`config.mk`:
```
export PLATFORM = sky130hd
export DESIGN_NAME = pwm_duty_ramp_generator_top
export DESIGN_NICKNAME = d
export VERILOG_FILES = /design/src/hw/rtl/pdrg_pkg.sv /design/src/hw/rtl/pwm_duty_ramp_generator_top.sv /design/src/hw/rtl/pdrg_divider.sv
export SDC_FILE = /design/constraint.sdc
export NUM_CORES = 1
export LEC_CHECK = 0
export BUFFER_PORTS_ARGS = -buffer_cell sky130_fd_sc_hd__buf_2
export CORE_ASPECT_RATIO = 1.1
export CORE_MARGIN = 2
export CORE_UTILIZATION = 60
export DETAILED_ROUTE_END_ITERATION = 10
export PLACE_DENSITY = 0.83
export SLEW_MARGIN = 0
export SYNTH_ARGS = -nofsm -noshare
export SYNTH_HDL_FRONTEND = slang
export SYNTH_SLANG_ARGS = --single-unit
```
`constraint.sdc`:
```
create_clock -name i_clk -period 14.1 [get_ports i_clk]
set_input_delay 0.705 -clock i_clk [delete_from_list [all_inputs] [get_ports i_clk]]
set_output_delay 0.705 -clock i_clk [all_outputs]
set_load 0.005 [all_outputs]
```
`src/hw/rtl/pdrg_pkg.sv`:
```
`timescale 1ns / 1ps
// Shared types and constants for the PWM duty ramp generator.
package pdrg_pkg;

    // Field widths fixed by the stream payload.
    localparam int CMD_W   = 3;
    localparam int FIELD_W = 16;
    localparam int MODE_W  = 2;
    // Step count of a ramp: whole-percent steps, at most 100.
    localparam int STEP_W  = 7;
    // Full scale in whole percent.
    localparam int PCT_FULL = 100;

    typedef logic [CMD_W-1:0]  t_cmd;
    typedef logic [MODE_W-1:0] t_mode;

    localparam t_cmd CMD_TICK = 3'd0;
    localparam t_cmd CMD_RAMP = 3'd1;
    localparam t_cmd CMD_SET  = 3'd2;
    localparam t_cmd CMD_STOP = 3'd3;
    localparam t_cmd CMD_SLOW = 3'd4;

    localparam t_mode MODE_IDLE     = 2'd0;
    localparam t_mode MODE_RAMPING  = 2'd1;
    localparam t_mode MODE_COMPLETE = 2'd2;

endpackage

```
`src/hw/rtl/pwm_duty_ramp_generator_top.sv`:
```
`timescale 1ns / 1ps
// Top level of the PWM duty soft-start ramp generator: sequencer, ramp state, output register.
// Usage:
//   Slave stream carries one command per transaction: s_axis_tuser holds the
//   command (0 tick of 1 ms, 1 ramp to target, 2 instant set, 3 stop ramp,
//   4 slow start), s_axis_tdata the target duty, start duty and ramp time.
//   Duty is unsigned fixed point percent with DUTY_FRAC_BITS fraction bits.
//   Every command returns exactly one master transaction carrying the applied
//   duty, the ramp state (0 idle, 1 ramping, 2 complete) and an error flag
//   (target above 100 percent; the command is ignored, but slow start still applies its start duty).
// Sequencing:
//   Commands that need no division go through accept, evaluate and deliver to
//   the result register. Ramp and slow-start commands with a nonzero step count,
//   and ticks that advance a ramp step, also run the shared bit-serial divider
//   in a divide step between evaluate and deliver, a tick with a multiply step
//   before it; the dividend is NUM_W = max(DUTY_FRAC_BITS + 14, 16) bits wide.
//   One command is in flight at a time; s_axis_tready is high only while the
//   sequencer waits.
// Reset: synchronous, active low; duty 0, state idle, ramp registers cleared.
// Stall: the result register holds a finished result while m_axis_tready is
//   low; the next command is still accepted and computed, then waits in the
//   deliver step until the result register frees up.
module pwm_duty_ramp_generator_top
    import pdrg_pkg::*;
#(
    parameter int DUTY_FRAC_BITS = 8,
    localparam int DW      = DUTY_FRAC_BITS + STEP_W,
    localparam int OUT_TW  = ((DW + MODE_W + 1 + 7) / 8) * 8
) (
    input  logic              i_clk,
    input  logic              i_rst_n,
    input  logic              s_axis_tvalid,
    output logic              s_axis_tready,
    // [15:0] set_point, [31:16] start_duty, [47:32] ramp_ms
    input  logic [47:0]       s_axis_tdata,
    // [2:0] command
    input  logic [CMD_W-1:0]  s_axis_tuser,
    output logic              m_axis_tvalid,
    input  logic              m_axis_tready,
    // [DW-1:0] duty_out, [DW+1:DW] ramp_state, [DW+2] error, zero fill above
    output logic [OUT_TW-1:0] m_axis_tdata
);

    localparam int CW    = (DW > FIELD_W) ? DW : FIELD_W;
    localparam int NUM_W = ((DW + STEP_W) > FIELD_W) ? (DW + STEP_W) : FIELD_W;
    localparam int PW    = DW + STEP_W;
    localparam logic [CW-1:0] DUTY_MAX = CW'(PCT_FULL << DUTY_FRAC_BITS);

    // Sequencer codes.
    localparam logic [2:0] S_IDLE = 3'd0;
    localparam logic [2:0] S_EVAL = 3'd1;
    localparam logic [2:0] S_MUL  = 3'd2;
    localparam logic [2:0] S_DIV  = 3'd3;
    localparam logic [2:0] S_FIN  = 3'd4;

    logic [2:0]         r_state, n_state;
    t_cmd               r_cmd, n_cmd;
    logic [FIELD_W-1:0] r_tgt, n_tgt;
    logic [FIELD_W-1:0] r_start, n_start;
    logic [FIELD_W-1:0] r_ms, n_ms;
    logic               r_err, n_err;

    // Ramp state.
    logic [DW-1:0]      r_duty, n_duty;
    logic [DW-1:0]      r_rs, n_rs;
    logic [DW-1:0]      r_rt, n_rt;
    logic [STEP_W-1:0]  r_total, n_total;
    logic [STEP_W-1:0]  r_idx, n_idx;
    logic [FIELD_W-1:0] r_delay, n_delay;
    logic [FIELD_W-1:0] r_elapsed, n_elapsed;
    t_mode              r_mode, n_mode;

    // Divider request.
    logic               r_div_start, n_div_start;
    logic [NUM_W-1:0]   r_dividend, n_dividend;
    logic               div_done;
    logic [NUM_W-1:0]   div_quo;

    // Result register.
    logic               r_out_valid, n_out_valid;
    logic [DW-1:0]      r_o_duty, n_o_duty;
    t_mode              r_o_mode, n_o_mode;
    logic               r_o_err, n_o_err;

    // Datapath terms.
    logic [CW-1:0]      c_tgt_cw;
    logic [CW-1:0]      c_start_cw;
    logic               c_bad;
    logic [DW-1:0]      c_tgt_d;
    logic [DW-1:0]      c_start_sat;
    logic [DW-1:0]      c_base;
    logic [DW-1:0]      c_diff;
    logic [STEP_W-1:0]  c_steps;
    logic [FIELD_W-1:0] c_elapsed_inc;
    logic [STEP_W:0]    c_idx_inc;
    logic               c_up;
    logic [DW-1:0]      c_range;
    logic [PW-1:0]      c_prod;
    logic [DW-1:0]      c_delta;
    logic [DW:0]        c_up_sum;
    logic [DW-1:0]      c_up_duty;
    logic [DW-1:0]      c_dn_diff;
    logic [DW-1:0]      c_dn_duty;

    assign c_tgt_cw    = CW'(r_tgt);
    assign c_start_cw  = CW'(r_start);
    assign c_bad       = (c_tgt_cw > DUTY_MAX);
    assign c_tgt_d     = c_tgt_cw[DW-1:0];
    assign c_start_sat = (c_start_cw > DUTY_MAX) ? DUTY_MAX[DW-1:0] : c_start_cw[DW-1:0];
    // Slow start ramps from the saturated start duty, a plain ramp from the present duty.
    assign c_base      = (r_cmd == CMD_SLOW) ? c_start_sat : r_duty;
    assign c_diff      = (c_tgt_d > c_base) ? (c_tgt_d - c_base) : (c_base - c_tgt_d);
    assign c_steps     = c_diff[DW-1 -: STEP_W];

    assign c_elapsed_inc = (r_elapsed != '1) ? (r_elapsed + 1'b1) : r_elapsed;
    assign c_idx_inc     = {1'b0, r_idx} + 1'b1;

    // Interpolation: start plus or minus range * index / total, clamped at the target.
    assign c_up      = (r_rt > r_rs);
    assign c_range   = c_up ? (r_rt - r_rs) : (r_rs - r_rt);
    assign c_prod    = PW'(c_range) * PW'(r_idx);
    assign c_delta   = div_quo[DW-1:0];
    assign c_up_sum  = {1'b0, r_rs} + {1'b0, c_delta};
    assign c_up_duty = (c_up_sum < {1'b0, r_rt}) ? c_up_sum[DW-1:0] : r_rt;
    assign c_dn_diff = (c_delta < r_rs) ? (r_rs - c_delta) : '0;
    assign c_dn_duty = (c_dn_diff > r_rt) ? c_dn_diff : r_rt;

    pdrg_divider #(
        .NUM_W(NUM_W)
    ) u_divider (
        .i_clk      (i_clk),
        .i_rst_n    (i_rst_n),
        .i_start    (r_div_start),
        .i_dividend (r_dividend),
        .i_divisor  (r_total),
        .o_done     (div_done),
        .o_quotient (div_quo)
    );

    always_comb begin
        n_state     = r_state;
        n_cmd       = r_cmd;
        n_tgt       = r_tgt;
        n_start     = r_start;
        n_ms        = r_ms;
        n_err       = r_err;
        n_duty      = r_duty;
        n_rs        = r_rs;
        n_rt        = r_rt;
        n_total     = r_total;
        n_idx       = r_idx;
        n_delay     = r_delay;
        n_elapsed   = r_elapsed;
        n_mode      = r_mode;
        n_div_start = 1'b0;
        n_dividend  = r_dividend;
        n_out_valid = r_out_valid && !m_axis_tready;
        n_o_duty    = r_o_duty;
        n_o_mode    = r_o_mode;
        n_o_err     = r_o_err;

        unique case (r_state)
            S_IDLE: begin
                // Capture the command transaction.
                if (s_axis_tvalid) begin
                    n_cmd   = s_axis_tuser;
                    n_tgt   = s_axis_tdata[15:0];
                    n_start = s_axis_tdata[31:16];
                    n_ms    = s_axis_tdata[47:32];
                    n_state = S_EVAL;
                end
            end
            S_EVAL: begin
                n_err   = 1'b0;
                n_state = S_FIN;
                unique case (r_cmd)
                    CMD_TICK: begin
                        if (r_mode == MODE_RAMPING) begin
                            n_elapsed = c_elapsed_inc;
                            if (c_elapsed_inc >= r_delay) begin
                                // Step is due: land on the target or interpolate.
                                n_elapsed = '0;
                                n_idx     = c_idx_inc[STEP_W-1:0];
                                if (c_idx_inc >= {1'b0, r_total}) begin
                                    n_duty = r_rt;
                                    n_mode = MODE_COMPLETE;
                                end else begin
                                    n_state = S_MUL;
                                end
                            end
                        end
                    end
                    CMD_RAMP, CMD_SLOW: begin
                        if (r_cmd == CMD_SLOW) begin
                            n_duty = c_start_sat;
                        end
                        if (c_bad) begin
                            n_err = 1'b1;
                        end else begin
                            n_total   = c_steps;
                            n_rs      = c_base;
                            n_rt      = c_tgt_d;
                            n_idx     = '0;
                            n_elapsed = '0;
                            n_mode    = MODE_RAMPING;
                            if (c_steps == '0) begin
                                n_delay = '0;
                            end else begin
                                // Step delay = ramp time / steps.
                                n_dividend  = NUM_W'(r_ms);
                                n_div_start = 1'b1;
                                n_state     = S_DIV;
                            end
                        end
                    end
                    CMD_SET: begin
                        if (c_bad) begin
                            n_err = 1'b1;
                        end else begin
                            if (r_mode == MODE_RAMPING) begin
                                n_mode = MODE_IDLE;
                            end
                            n_duty = c_tgt_d;
                            n_rs   = '0;
                            n_rt   = '0;
                        end
                    end
                    CMD_STOP: begin
                        n_mode = MODE_IDLE;
                    end
                    default: begin
                    end
                endcase
            end
            S_MUL: begin
                n_dividend  = NUM_W'(c_prod);
                n_div_start = 1'b1;
                n_state     = S_DIV;
            end
            S_DIV: begin
                if (div_done) begin
                    if (r_cmd == CMD_TICK) begin
                        n_duty = c_up ? c_up_duty : c_dn_duty;
                    end else begin
                        n_delay = div_quo[FIELD_W-1:0];
                    end
                    n_state = S_FIN;
                end
            end
            S_FIN: begin
                // Hold until the result register is free or being drained.
                if (!r_out_valid || m_axis_tready) begin
                    n_out_valid = 1'b1;
                    n_o_duty    = r_duty;
                    n_o_mode    = r_mode;
                    n_o_err     = r_err;
                    n_state     = S_IDLE;
                end
            end
            default: begin
                n_state = S_IDLE;
            end
        endcase
    end

    always_ff @(posedge i_clk) begin
        if (!i_rst_n) begin
            r_state     <= S_IDLE;
            r_err       <= 1'b0;
            r_duty      <= '0;
            r_rs        <= '0;
            r_rt        <= '0;
            r_total     <= '0;
            r_idx       <= '0;
            r_delay     <= '0;
            r_elapsed   <= '0;
            r_mode      <= MODE_IDLE;
            r_div_start <= 1'b0;
            r_out_valid <= 1'b0;
        end else begin
            r_state     <= n_state;
            r_err       <= n_err;
            r_duty      <= n_duty;
            r_rs        <= n_rs;
            r_rt        <= n_rt;
            r_total     <= n_total;
            r_idx       <= n_idx;
            r_delay     <= n_delay;
            r_elapsed   <= n_elapsed;
            r_mode      <= n_mode;
            r_div_start <= n_div_start;
            r_out_valid <= n_out_valid;
        end
    end

    // Payload registers carry no reset.
    always_ff @(posedge i_clk) begin
        r_cmd      <= n_cmd;
        r_tgt      <= n_tgt;
        r_start    <= n_start;
        r_ms       <= n_ms;
        r_dividend <= n_dividend;
        r_o_duty   <= n_o_duty;
        r_o_mode   <= n_o_mode;
        r_o_err    <= n_o_err;
    end

    assign s_axis_tready = (r_state == S_IDLE);
    assign m_axis_tvalid = r_out_valid;
    assign m_axis_tdata  = OUT_TW'({r_o_err, r_o_mode, r_o_duty});

    a_duty_range: assert property (@(posedge i_clk) disable iff (!i_rst_n)
        CW'(r_duty) <= DUTY_MAX)
        else $error("applied duty above full scale");

    a_step_index: assert property (@(posedge i_clk) disable iff (!i_rst_n)
        (r_mode == MODE_RAMPING) |-> (r_idx <= r_total))
        else $error("ramp step index past step count");

    a_div_owner: assert property (@(posedge i_clk) disable iff (!i_rst_n)
        div_done |-> (r_state == S_DIV))
        else $error("divider finished outside the divide step");

    a_deliver: assert property (@(posedge i_clk) disable iff (!i_rst_n)
        (r_state == S_FIN && (!r_out_valid || m_axis_tready))
        |=> (r_state == S_IDLE && m_axis_tvalid))
        else $error("result not delivered to the result register");

endmodule

```
`src/hw/rtl/pdrg_divider.sv`:
```
`timescale 1ns / 1ps
// Iterative restoring divider, one quotient bit per cycle, by a step-count divisor.
module pdrg_divider
    import pdrg_pkg::*;
#(
    parameter int NUM_W = 22
) (
    input  logic              i_clk,
    input  logic              i_rst_n,
    input  logic              i_start,
    input  logic [NUM_W-1:0]  i_dividend,
    input  logic [STEP_W-1:0] i_divisor,
    output logic              o_done,
    output logic [NUM_W-1:0]  o_quotient
);

    localparam int CNT_W = (NUM_W > 1) ? $clog2(NUM_W) : 1;

    logic              r_busy;
    logic              r_done;
    logic [CNT_W-1:0]  r_cnt;
    logic [STEP_W-1:0] r_div;
    logic [STEP_W-1:0] r_rem;
    logic [NUM_W-1:0]  r_quo;

    logic [STEP_W:0]   c_shift;
    logic              c_fit;
    logic [STEP_W:0]   c_sub;

    // Bring down the next dividend bit and try the subtraction.
    assign c_shift = {r_rem, r_quo[NUM_W-1]};
    assign c_fit   = (c_shift >= {1'b0, r_div});
    assign c_sub   = c_shift - {1'b0, r_div};

    always_ff @(posedge i_clk) begin
        if (!i_rst_n) begin
            r_busy <= 1'b0;
            r_done <= 1'b0;
            r_cnt  <= '0;
        end else begin
            r_done <= 1'b0;
            if (i_start) begin
                r_busy <= 1'b1;
                r_cnt  <= '0;
            end else if (r_busy) begin
                r_cnt <= r_cnt + 1'b1;
                if (r_cnt == CNT_W'(NUM_W - 1)) begin
                    r_busy <= 1'b0;
                    r_done <= 1'b1;
                end
            end
        end
    end

    always_ff @(posedge i_clk) begin
        if (i_start) begin
            r_quo <= i_dividend;
            r_rem <= '0;
            r_div <= i_divisor;
        end else if (r_busy) begin
            r_rem <= c_fit ? c_sub[STEP_W-1:0] : c_shift[STEP_W-1:0];
            r_quo <= {r_quo[NUM_W-2:0], c_fit};
        end
    end

    assign o_done     = r_done;
    assign o_quotient = r_quo;

endmodule

```
==> results.md, run 1 <==
- Once routing completed, OpenROAD measured the worst setup slack at 5800 ps.
- The placed standard-cell area is 19600 um2.
- Summing every instance area after synthesis gives 19100 um2.
- The overall die width is 174 um.
- The initial antenna violation count is 0.
- The final period utilization is 0.589.
- The number of buffers added by the clock tree synthesis step is 27.
- After clock tree synthesis, the clock-pin slew on the worst setup and hold paths is 70 ps.
- Ranked by total cell area, the synthesized netlist is headed by sky130_fd_sc_hd__edfxtp_1 (19%), sky130_fd_sc_hd__ha_1 (13%), sky130_fd_sc_hd__dfxtp_1 (12%).
- Between clock sinks in the finished design, the worst skew comes to 24.6 ps.
- The max-slew violation total from the final report is 0.
- The sort of element at the start of the critical path is a flop.
- The count of state elements after synthesis is 233.
- The flow ran to the end, and the final reports show no timing, DRC or antenna violations.
- The number of vias per cell after detailed routing is 6.22.
- For the finished layout, the period the worst path requires is 8300 ps.
- The depth of the CTS H-tree is 1.
- The power density of the placed cells is 89.4 nW/um2.
- The number of vias after detailed routing is 16300.
- sky130_fd_sc_hd__edfxtp_1 takes more of the synthesized area than any other cell.
- The library cells used most frequently in the layout, excluding fill and tap cells, are sky130_fd_sc_hd__inv_1 (230), sky130_fd_sc_hd__nand2_1 (191), sky130_fd_sc_hd__ha_1 (191), sky130_fd_sc_hd__nor2_1 (157).
- The library cell used most frequently in the layout, excluding fill and tap cells, is sky130_fd_sc_hd__inv_1.
- The cell family with the largest share of critical-path delay is adder cells.
- STA classifies the critical path endpoint as a flop.
- The number of antenna diodes in the final layout is 0.
- The die outline area is 33300 um2.
- The largest voltage drop on the vdd net is 0.0000809 V.
- The pre-antenna-repair detailed-routing pass consisted of 7 iterations.
- The largest net degree at the start of global routing is 59.
- The tool flagged a number of max-cap violations equal to 0.
- The initial utilization of the core area, before any placement, comes to 0.608.
- The most numerous cell on the critical path is sky130_fd_sc_hd__inv_1.
- The detailed placement HPWL is 42200 um.
- The setup-violating endpoint count in the final report is 0.
- The height of the die is 191 um.
- The gate count of the mapped netlist is 2173.
- The violation count after the first detailed-route iteration is 1304.
- Hold timing on the final database bottoms out at a slack of 313 ps.
- The clock passes through at most 3 buffers.
- The first global-routing pass estimated 85700 um of wire.
- The Yosys step of the flow raised 0 warnings.
- In this run, synthesis inferred 120 flip-flops with an integrated enable.
- OpenSTA, run right after detailed placement, puts the worst setup slack at 5910 ps.
- The region available for standard cell placement spans 31400 um2.
- The required time reported for the critical path endpoint is 14420 ps.
- The analysis attributes to cell leakage a power of 8.72 nW.
- The number of failing hold endpoints at the final stage was 0.
- The setup check on the worst reg-to-reg path leaves a slack of 5800 ps.
- After detailed routing, the total wire length is 54000 um.
- Compared with the post-synthesis result, the final layout area differs by 7.32%.
- Clock tree synthesis selected as its root buffer the cell sky130_fd_sc_hd__clkbuf_16.
- The overall global routing resource usage is 0.325.
- The launching instance or port of the critical path is r_rs[12]$_SDFFE_PN0P_.
- The worst slew margin relative to its limit is 0.179.
- The maximum operating frequency is 120 MHz.
- The stage delay of the slowest cell on the critical path is 680 ps.
- The quantity of hold-fixing buffers added after cts is 0.
- The via count of the first global-routing pass is 16100.
- In this run the worst path has a maximum fanout of 19.
- In the final layout, the share of cells above drive strength 1 is 0.0777.
- The net count of the finished layout is 2496.
- The post-CTS resize count is 0.
- The number of buffers inserted by port buffering is 74.
- The startpoint identified for the worst hold timing path is s_axis_tdata[36].
- A synthesized cell averages 8.79 um2.
- The final estimated routing congestion in global placement is 0.991.
- The cell area after layout is 20500 um2.
- For the worst-skew pair, the clock arrives at the later sink with an insertion delay of 560 ps.
- The synthesized netlist contains 80 unique library cells.
- The post-route setup TNS is 0 ps.
- The residual overflow from global routing is 0.
- The sequential area share after synthesis is 0.307.
- The number of buffers and inverters on the critical path is 5.
- The critical path data arrival time is 8630 ps.
- In the synthesized netlist the async set-or-reset flop fraction comes to 0.
- The largest individual stage delay along the critical path comes from the cell sky130_fd_sc_hd__ha_1.
- The routed length per instance is 20.6 um.
- The setup fix buffers added after clock tree synthesis is 0.
- The antenna violation net count after detailed routing is 0.
- The standard-cell row count is 68.
- The leading register cell type out of synthesis is sky130_fd_sc_hd__edfxtp_1.
- TritonCTS built the clock tree.
- The path type of the worst setup path is reg -> reg.
- The clock net in this run drives a total of 233 sinks.
- The min-delay analysis places its worst path in the category in -> reg.
- Pin placement for this block handled 81 I/O pins.
- The beginning of the worst register-to-register path is r_rs[12]$_SDFFE_PN0P_.
- Setup repair after global routing left no endpoint under its margin.
- The fraction of post-synthesis cell area in the top cell type by area is 0.189.
- For this run, design rule violations remaining after detail routing come to 0.
- Total power for the finished layout comes to 0.00183 W.
- For the pin with the worst max-slew slack, the measured transition is 1230 ps.
-- cells in the mapped netlist, drive strengths merged, types with 60 or more instances --
cell type  number
nand2         191
dfxtp         113
edfxtp        120
inv           231
nand3          60
ha            191
and2           73
fa             69
o21ai          92
a21oi         121
nor2          158
clkbuf         87
-- cells by family (layout without fill, tap and decap cells) --
| kind of cell | count (synthesis) | in the layout | synth area share |
|---|---|---|---|
| AND/OR/NAND/NOR | 686 | 686 | 0.176 |
| AO/OA/AOI/OAI | 535 | 535 | 0.193 |
| flip-flops | 233 | 233 | 0.307 |
| buffers and inverters | 346 | 370 | 0.0717 |
| XOR/XNOR | 78 | 78 | 0.0358 |
| adder cells (fa/ha/maj) | 260 | 260 | 0.197 |
| multiplexers | 34 | 34 | 0.0185 |
| other | 1 | 6 | 0.000196 |
-- stage by stage --
stage,utilization,cells
after CTS,0.653,2622
final,0.653,2622
after detailed placement,0.625,2572
after global placement,0.625,2572
after floorplan,-,2178
after global routing,0.653,2622
-- registers in the layout, indices dropped and copies added, names as in the netlist, 2 cells and up --
| name | cells |
|---|---|
| r_dividend | 22 |
| u_divider.o_quotient | 22 |
| c_start_cw | 16 |
| c_tgt_cw | 16 |
| r_delay | 16 |
| r_elapsed | 16 |
| r_ms | 16 |
| r_duty | 15 |
| r_o_duty | 15 |
| r_rs | 15 |
| r_rt | 15 |
| r_idx | 7 |
| r_total | 7 |
| u_divider.r_div | 7 |
| u_divider.r_rem | 7 |
| u_divider.r_cnt | 5 |
| r_cmd | 3 |
| r_state | 3 |
| r_mode | 2 |
| r_o_mode | 2 |
-- worst paths after layout --
check                                                     to  cells past startpoint
worst min-delay path                       r_ms[4]$_DFFE_PP_                      1
worst max-delay path            r_dividend[20]$_SDFFCE_PN0P_                     27
worst max register to register  r_dividend[20]$_SDFFCE_PN0P_                     27
worst min register to register  u_divider.r_div[5]$_DFFE_PP_                      0
-- cell type report --
class	instances	area [um2]
timing repair buffer	89	483
fill	2600	10900
sequential	233	5870
clock inverter	11	65.1
multi-input combinational	1599	11900
clock buffer	39	802
inverter	231	867
tap	420	526
-- per-layer routing --
metal | vias up | track usage | routed length (um)
met3 | 166 | 0.0390 | 3570
met5 | - | 0 | 0
li1 | 7706 | - | -
met2 | 701 | 0.552 | 25800
met4 | 0 | 0.181 | 3260
met1 | 7730 | 0.404 | 21400
-- worst register-to-register path: cells and delay by family (launching register included) --
| family | cells | cell delay (ps) |
|---|---|---|
| fa+ha+maj | 6 | 3070 |
| compound gates | 9 | 2500 |
| simple gates | 6 | 1210 |
| xor+xnor | 1 | 500 |
| flops | 1 | 440 |
| buf+inv | 5 | 320 |
-- power breakdown --
part	total, W	leakage [nW]	switching [W]	internal (W)
Combinational	0.000360	6.25	0.000234	0.000125
Sequential	0.000788	2.04	0.0000357	0.000753
Clock	0.000683	0.428	0.000289	0.000395
Total	0.00183	8.72	0.000559	0.00127
No activity file was read; power rests on OpenSTA's default activity.
==> inputs of run 2 (changes only) <==
==> constraint.sdc (replaced) <==
create_clock -name i_clk -period 8.4 [get_ports i_clk]
set_input_delay 0.42 -clock i_clk [delete_from_list [all_inputs] [get_ports i_clk]]
set_output_delay 0.42 -clock i_clk [all_outputs]
set_load 0.005 [all_outputs]
==> results.md, run 2 (same netlist as run 1, synthesis figures left out) <==
- Setup repair after global routing left no endpoint under its margin.
- After the first detailed-routing iteration, the DRC count stood at 1498.
- The tree is rooted in a sky130_fd_sc_hd__clkbuf_16.
- The most common cell after layout, fill and taps aside is sky130_fd_sc_hd__inv_1.
- In the final routed layout, each cell accounts on average for 20.9 um.
- The die is 174 um wide.
- The maximum operating frequency is 128 MHz.
- The first global-routing pass estimated 87300 um of wire.
- Leaving out fill and tap cells, the most frequent cells in the layout are sky130_fd_sc_hd__inv_1 (230), sky130_fd_sc_hd__nand2_1 (191), sky130_fd_sc_hd__ha_1 (191), sky130_fd_sc_hd__nor2_1 (157).
- The number of cells after detailed placement is 2580.
- The cell that appears most often on the critical path is sky130_fd_sc_hd__inv_1.
- The sort of element at the start of the critical path is a flop.
- Along the worst path, the maximum fanout reaches 11.
- Of the cells placed in the final design, the portion with a size suffix greater than 1 is 0.0824.
- The cell family with the largest share of critical-path delay is adder cells.
- The highest metal layer with signal wires is met4.
- The largest voltage drop on the vdd net is 0.000142 V.
- Dividing total power by cell area gives a power density of 154 nW/um2.
- The number of failing hold endpoints at the final stage is 0.
- The number of buffers inserted by port buffering is 74.
- TritonCTS built the clock tree.
- The number of vias after detailed routing is 16700.
- The initial antenna violation count came to 0.
- STA puts the critical path data arrival time at 8150 ps.
- The final layout net count is 2503.
- The setup path with the least slack is of type reg -> reg.
- The filler-free cell count of the finished design is 2628.
- CTS built an H-tree with a depth of 1.
- Entering global routing, the biggest net connects 52 pins.
- The max-slew violation total from the final report is 0.
- The height of the die is 191 um.
- The floorplan has 68 rows.
- The via count of the first global-routing pass is 16300.
- The run finished with clean final reports.
- For this block, the routed nets add up to 54900 um of wire.
- Compared with the post-synthesis result, the final layout area differs by 8.15%.
- At the end of routability-driven placement, the weighted congestion stood at 0.982.
- The worst min-delay path category is in -> reg.
- The count of buffering cells on the critical path with inverters included is 6.
- Setup violations remaining at the end of the flow were counted as 0.
- The largest single stage delay on the critical path is 580 ps.
- The detailed router put a total of 21800 um of wire on met1.
- The final period utilization is 0.932.
- Clock skew on the completed layout was measured at 32.9 ps.
- The total leakage power is 8.79 nW.
- The residual DRC count is 0.
- The die outline area is 33300 um2.
- After clock tree synthesis, the clock-pin slew on the worst setup and hold paths is 60 ps.
- The maximum clock path buffer count is 3.
- The category of the worst setup path capture point is a flop.
- The clock sink count is 233.
- Detailed routing placed a total of 4030 um of wire on met3.
- The transition at the pin with the smallest max-transition slack is 1280 ps.
- The number of vias per cell after detailed routing is 6.34.
- Setup total negative slack on the finished layout was measured at 0 ps.
- Across the run, the number of max-cap violations was 0.
- In the detailed route, the total length drawn on met2 is 25700 um.
- The pre-antenna-repair detailed-routing pass consisted of 6 iterations.
- 81 I/O pins were placed.
- The count of inserted antenna diode cells is 0.
- The worst slew margin relative to its limit is 0.146.
- Clock latency on the worst-skew pair, taken at its later pin, is 560 ps.
- The antenna violation net count after detailed routing is 0.
- At the worst endpoint, the required time is 8720 ps.
- In this run the standard cell core region covers 31400 um2.
- The cell at the slowest stage of the critical path is sky130_fd_sc_hd__or4_4.
- For this run the aggregate overflow at the end of global routing stands at 0.
- The initial cell density of the core is 0.608.
- The detailed placement HPWL is 42000 um.
- After layout, the minimum clock period comes to 7830 ps.
- The setup fix buffers added after clock tree synthesis is 0.
- Buffers inserted during clock tree synthesis total 26.
- The overall global routing resource usage is 0.329.
## run 2: changes by cell type in the layout (fill, tap and decap cells not counted), sizes merged
cell	previous run	this run
buf	89	97
clkbuf	39	34
bufinv	0	4
clkinv	8	6
clkinvlp	1	2
## run 2: final timing paths
path                      startpoint                      endpoint  slack, ps  cells past startpoint
min                 s_axis_tdata[46]            r_ms[14]$_DFFE_PP_         30                      1
max             r_rs[7]$_SDFFE_PN0P_  r_dividend[20]$_SDFFCE_PN0P_        570                     27
min reg2reg  r_total[5]$_SDFFE_PN0P_  u_divider.r_div[5]$_DFFE_PP_        440                      0
max reg2reg     r_rs[7]$_SDFFE_PN0P_  r_dividend[20]$_SDFFCE_PN0P_        570                     27
## run 2: cell type report
cell class / count / area [um2]
clock buffer: 34 / 743
clock inverter: 14 / 191
fill: 2486 / 10700
inverter: 231 / 867
multi-input combinational: 1599 / 11900
sequential: 233 / 5870
tap: 420 / 526
timing repair buffer: 97 / 543
## run 2: metrics by stage
| stage | setup WS [ps] | utilization | hold slack (ps) | cell area [um2] | power (W) |
|---|---|---|---|---|---|
| 2_1_floorplan | 1240 | - | 408 | 19100 | 0.00176 |
| 3_3_place_gp | 632 | 0.627 | 422 | 19700 | 0.00192 |
| 3_5_place_dp | 274 | 0.627 | 420 | 19700 | 0.00195 |
| 4_1_cts | 289 | 0.657 | 17.5 | 20600 | 0.00317 |
| 5_1_grt | 73.0 | 0.658 | 18.2 | 20700 | 0.00329 |
| 6_report | 571 | 0.658 | 31.2 | 20700 | 0.00318 |
## run 2: repair_timing
item                       CTS  global route
setup endpoints to repair    0             2
hold buffers                 0             0
hold endpoints to repair     0             0
gates resized for setup      0             6
## run 2: metal layers
metal / global-route usage / vias up
li1: - / 7715
met2: 0.551 / 809
met1: 0.408 / 7960
met3: 0.0465 / 177
met4: 0.192 / 0
met5: 0 / -
## run 2: where the power goes
group          internal, W  switching, W
combinational     0.000220      0.000407
clock             0.000750      0.000483
sequential         0.00126     0.0000612
total              0.00223      0.000951
==> inputs of run 3 (changes only) <==
--- a/config.mk
+++ b/config.mk
@@ -14,4 +14,5 @@
 export SLEW_MARGIN = 0
 export SYNTH_ARGS = -nofsm -noshare
 export SYNTH_HDL_FRONTEND = slang
+export SYNTH_HIERARCHICAL = 1
 export SYNTH_SLANG_ARGS = --single-unit
==> results.md, run 3 <==
- The gate count of the mapped netlist is 2016.
- In the final design database the tool counted 2353 nets.
- In this run the critical register-to-register path is captured at r_dividend[18]$_SDFFCE_PN0P_.
- The global-route wire length before repair is 77100 um.
- After clock tree synthesis, the clock-pin slew on the worst setup and hold paths is 60 ps.
- The largest voltage drop on the vdd net is 0.000143 V.
- The max-slew violation total from the final report is 0.
- The maximum operating frequency is 127 MHz.
- The required time reported for the critical path endpoint is 8680 ps.
- The beginning of the worst register-to-register path is r_rs[7]$_SDFFE_PN0P_.
- Summing all multi-input logic gate instances after layout gives 11400 um2.
- The stage delay of the slowest cell on the critical path is 570 ps.
- From left edge to right edge, the die measures 171 um.
- Setup repair after global routing left no endpoint under its margin.
- The final period utilization is 0.939.
- The internal reg-to-reg setup slack is 520 ps.
- Counting flops with a built-in enable in the synthesized netlist gives 120.
- The most common cell after layout, fill and taps aside is sky130_fd_sc_hd__inv_1.
- The floorplan step defined a core boundary enclosing 30400 um2.
- Measured along the y axis, the die boundary spans 188 um.
- After detailed routing, the average wire length per cell comes to 19.5 um.
- The worst min-delay path category is in -> reg.
- For this configuration, the core starts out at a cell density of 0.607.
- The antenna violation net count after detailed routing is 0.
- The count of inserted antenna diode cells is 0.
- In this run the mean area of a mapped cell was 9.16 um2.
- The violation count after the first detailed-route iteration is 1432.
- The origin of the worst min-delay path is s_axis_tdata[6].
- Ranked by total cell area, the synthesized netlist is headed by sky130_fd_sc_hd__edfxtp_1 (20%), sky130_fd_sc_hd__ha_1 (13%), sky130_fd_sc_hd__dfxtp_1 (12%).
- The critical path data arrival time is 8160 ps.
- The initial antenna violation count came to 0.
- The library cells used most frequently in the layout, excluding fill and tap cells, are sky130_fd_sc_hd__inv_1 (209), sky130_fd_sc_hd__ha_1 (191), sky130_fd_sc_hd__nor2_1 (183), sky130_fd_sc_hd__nand2_1 (126), sky130_fd_sc_hd__edfxtp_1 (120).
- By instance count, the leading cell after synthesis is sky130_fd_sc_hd__inv_1.
- During I/O placement, the number of pins put on the boundary was 81.
- The final estimated routing congestion in global placement is 0.962.
- The placed standard-cell area is 19000 um2.
- Headroom to the max-slew limit came out at 0.174.
- The highest metal layer with signal wires is met4.
- The number of vias per cell after detailed routing is 6.11.
- The clock sink count is 233.
- The routed design uses 23000 um of met2 wire.
- The number of vias after detailed routing is 15100.
- The leading register cell type out of synthesis is sky130_fd_sc_hd__edfxtp_1.
- The sequential area share after synthesis is 0.318.
- The total routed wire length on the met1 layer is 20200 um.
- The fraction of layout instances using a drive strength above 1 is 0.0919.
- The detailed placement HPWL is 36800 um.
- For the pin with the worst max-slew slack, the measured transition is 1240 ps.
- The quantity of hold-fixing buffers added after cts is 0.
- The overall global routing resource usage is 0.300.
- The clock reaches the later pin of the worst-skew pair after 540 ps.
- The run finished with clean final reports.
- The cell area after layout is 19900 um2.
- The routed wire length is 48100 um.
- The residual overflow from global routing is 0.
- The post-layout utilization of the core is 0.654.
- The cell at the slowest stage of the critical path is sky130_fd_sc_hd__fa_1.
- The layout filler cell count is 2478.
- The amount of wire on met3 after detailed routing is 2770 um.
- The share of synthesized area in the top cell type comes to 0.195.
- The number of cells on the worst reg-to-reg path is 26.
- Across the whole layout, storage elements account for 5870 um2.
- The power density of the placed cells is 154 nW/um2.
- For this run, the number of Yosys warnings is 6.
- Synthesis inferred 233 register bits.
- After detailed placement, the design holds a cell count of 2425.
- The worst setup path is captured at a flop.
- The setup fix buffers added after clock tree synthesis is 0.
- The number of distinct library cell variants in the gate-level netlist after synthesis is 91.
- Counting flops with an async set or reset pin after synthesis yields a share of 0.
- The first detailed-routing pass ran for 5 iterations.
- The maximum clock path buffer count is 3.
- Summed over all instances, the cell type with the most area after synthesis is sky130_fd_sc_hd__edfxtp_1.
- The via count of the first global-routing pass is 14800.
- The final critical delay including setup and external delays is 7880 ps.
- The filler-free cell count of the finished design is 2471.
- The clock arrives with 15.5 ps of skew.
- The floorplan step defined a die boundary enclosing 32200 um2.
- The buffer type at the clock tree root is sky130_fd_sc_hd__clkbuf_16.
- Across the run, the number of max-cap violations was 0.
- The worst hold path depth is 1.
- The largest net degree at the start of global routing is 70.
- The path with the worst hold slack has its endpoint at c_tgt_cw[6]$_DFFE_PP_.
- Grouping stages by cell kind, the critical path spends the most delay in adder cells.
- The number of failing hold endpoints at the final stage was 0.
- The post-CTS resize count is 0.
- STA classifies the critical path startpoint as a flop.
- The standard-cell row count is 67.
- The path type of the worst setup path is reg -> reg.
- Timing analysis after detailed placement gives a worst setup slack of 342 ps.
- The combined area of all synthesized cells is 18500 um2.
- Along the worst path, the maximum fanout reaches 17.
- The smallest setup slack after layout is 515 ps.
- The count of buffering cells on the critical path with inverters included is 4.
- The number of buffers inserted by port buffering is 74.
- In this run the number of H-tree levels came out at 1.
- Sorting the synthesized cells by how often they occur yields sky130_fd_sc_hd__inv_1 (209), sky130_fd_sc_hd__ha_1 (191), sky130_fd_sc_hd__nor2_1 (184).
- The residual DRC count is 0.
- The area overhead of the layout relative to synthesis is 7.67%.
- In this run, CTS created clock tree buffers numbering 25.
- The CTS tree is done.
- The post-route setup TNS is 0 ps.
- The analysis attributes to cell leakage a power of 8.52 nW.
- Setup violations remaining at the end of the flow were counted as 0.
## run 3: changes by cell type after synthesis, sizes merged, moves of 11 or more
cell / previous run / this run
a22o: 8 / 20
a2bb2oi: 0 / 11
a32oi: 17 / 0
clkbuf: 87 / 68
inv: 231 / 209
mux2: 10 / 27
nand2: 191 / 127
nand3: 60 / 39
nor2: 158 / 184
nor3: 52 / 32
o211ai: 23 / 6
o21ai: 92 / 67
o41ai: 18 / 2
## run 3: per-layer routing
layer / vias up / global-route usage
met4: 0 / 0.118
met1: 7297 / 0.392
li1: 7140 / -
met5: - / 0
met3: 115 / 0.0329
met2: 556 / 0.507
## run 3: report_power, final
part	switching (W)	internal, W
clock	0.000473	0.000658
sequential	0.0000540	0.00126
combinational	0.000386	0.000235
## run 3: worst max path at each step
stage	start	to	slack [ps]	depth (start not counted)
floorplan	r_rs[1]$_SDFFE_PN0P_	r_dividend[21]$_SDFFCE_PN0P_	1380	26
global placement	r_rs[1]$_SDFFE_PN0P_	r_dividend[18]$_SDFFCE_PN0P_	600	26
detailed placement	r_rs[1]$_SDFFE_PN0P_	r_dividend[18]$_SDFFCE_PN0P_	340	26
CTS	r_rs[1]$_SDFFE_PN0P_	r_dividend[18]$_SDFFCE_PN0P_	270	26
global route	r_rs[1]$_SDFFE_PN0P_	r_dividend[21]$_SDFFCE_PN0P_	60	26
finish	r_rs[7]$_SDFFE_PN0P_	r_dividend[18]$_SDFFCE_PN0P_	520	26
## run 3: final cells by class
class	instances	area share
sequential	233	0.295
clock buffer	33	0.0355
tap	414	0.0260
clock inverter	13	0.00667
multi-input combinational	1484	0.575
inverter	210	0.0396
timing repair buffer	84	0.0224
## run 3: through the flow
stage / power (W) / hold WS (ps)
after floorplan: 0.00179 / 408
after global placement: 0.00193 / 423
after detailed placement: 0.00194 / 430
after CTS: 0.00307 / 35.1
after global routing: 0.00319 / 42.3
final: 0.00307 / 51.2
## run 3: logic make-up (layout without fill, tap and decap cells)
kind of cell               Yosys count  in the layout  share of synthesized area
DFF                                233            233                      0.318
and+or+nand+nor                    611            611                      0.166
buffers and inverters              304            340                     0.0656
muxes                               41             41                     0.0240
xor gates and xnor gates            78             78                     0.0378
AOI/OAI and AO/OA                  488            488                      0.184
adders and majority gates          260            260                      0.204
other                                1              6                   0.000203
## run 3: worst register-to-register path, stage by stage, from the launching register on
cell and delay [ps]:
sky130_fd_sc_hd__dfxtp_1 420, sky130_fd_sc_hd__inv_1 80, sky130_fd_sc_hd__ha_1 450, sky130_fd_sc_hd__and4_1 260
sky130_fd_sc_hd__nand3_1 130, sky130_fd_sc_hd__nor4_1 420, sky130_fd_sc_hd__nor2_1 150, sky130_fd_sc_hd__a21oi_4 520
sky130_fd_sc_hd__mux2i_1 190, sky130_fd_sc_hd__xnor2_1 500, sky130_fd_sc_hd__nand2_1 140, sky130_fd_sc_hd__fa_1 510
sky130_fd_sc_hd__fa_1 570, sky130_fd_sc_hd__inv_1 60, sky130_fd_sc_hd__fa_1 530, sky130_fd_sc_hd__inv_1 60
sky130_fd_sc_hd__fa_1 530, sky130_fd_sc_hd__inv_1 40, sky130_fd_sc_hd__ha_1 330, sky130_fd_sc_hd__nor2b_1 160
sky130_fd_sc_hd__o21a_1 180, sky130_fd_sc_hd__o41ai_1 470, sky130_fd_sc_hd__o21ai_0 290, sky130_fd_sc_hd__a21oi_1 250
sky130_fd_sc_hd__nor2b_1 200, sky130_fd_sc_hd__xor2_1 160, sky130_fd_sc_hd__nor2_1 50
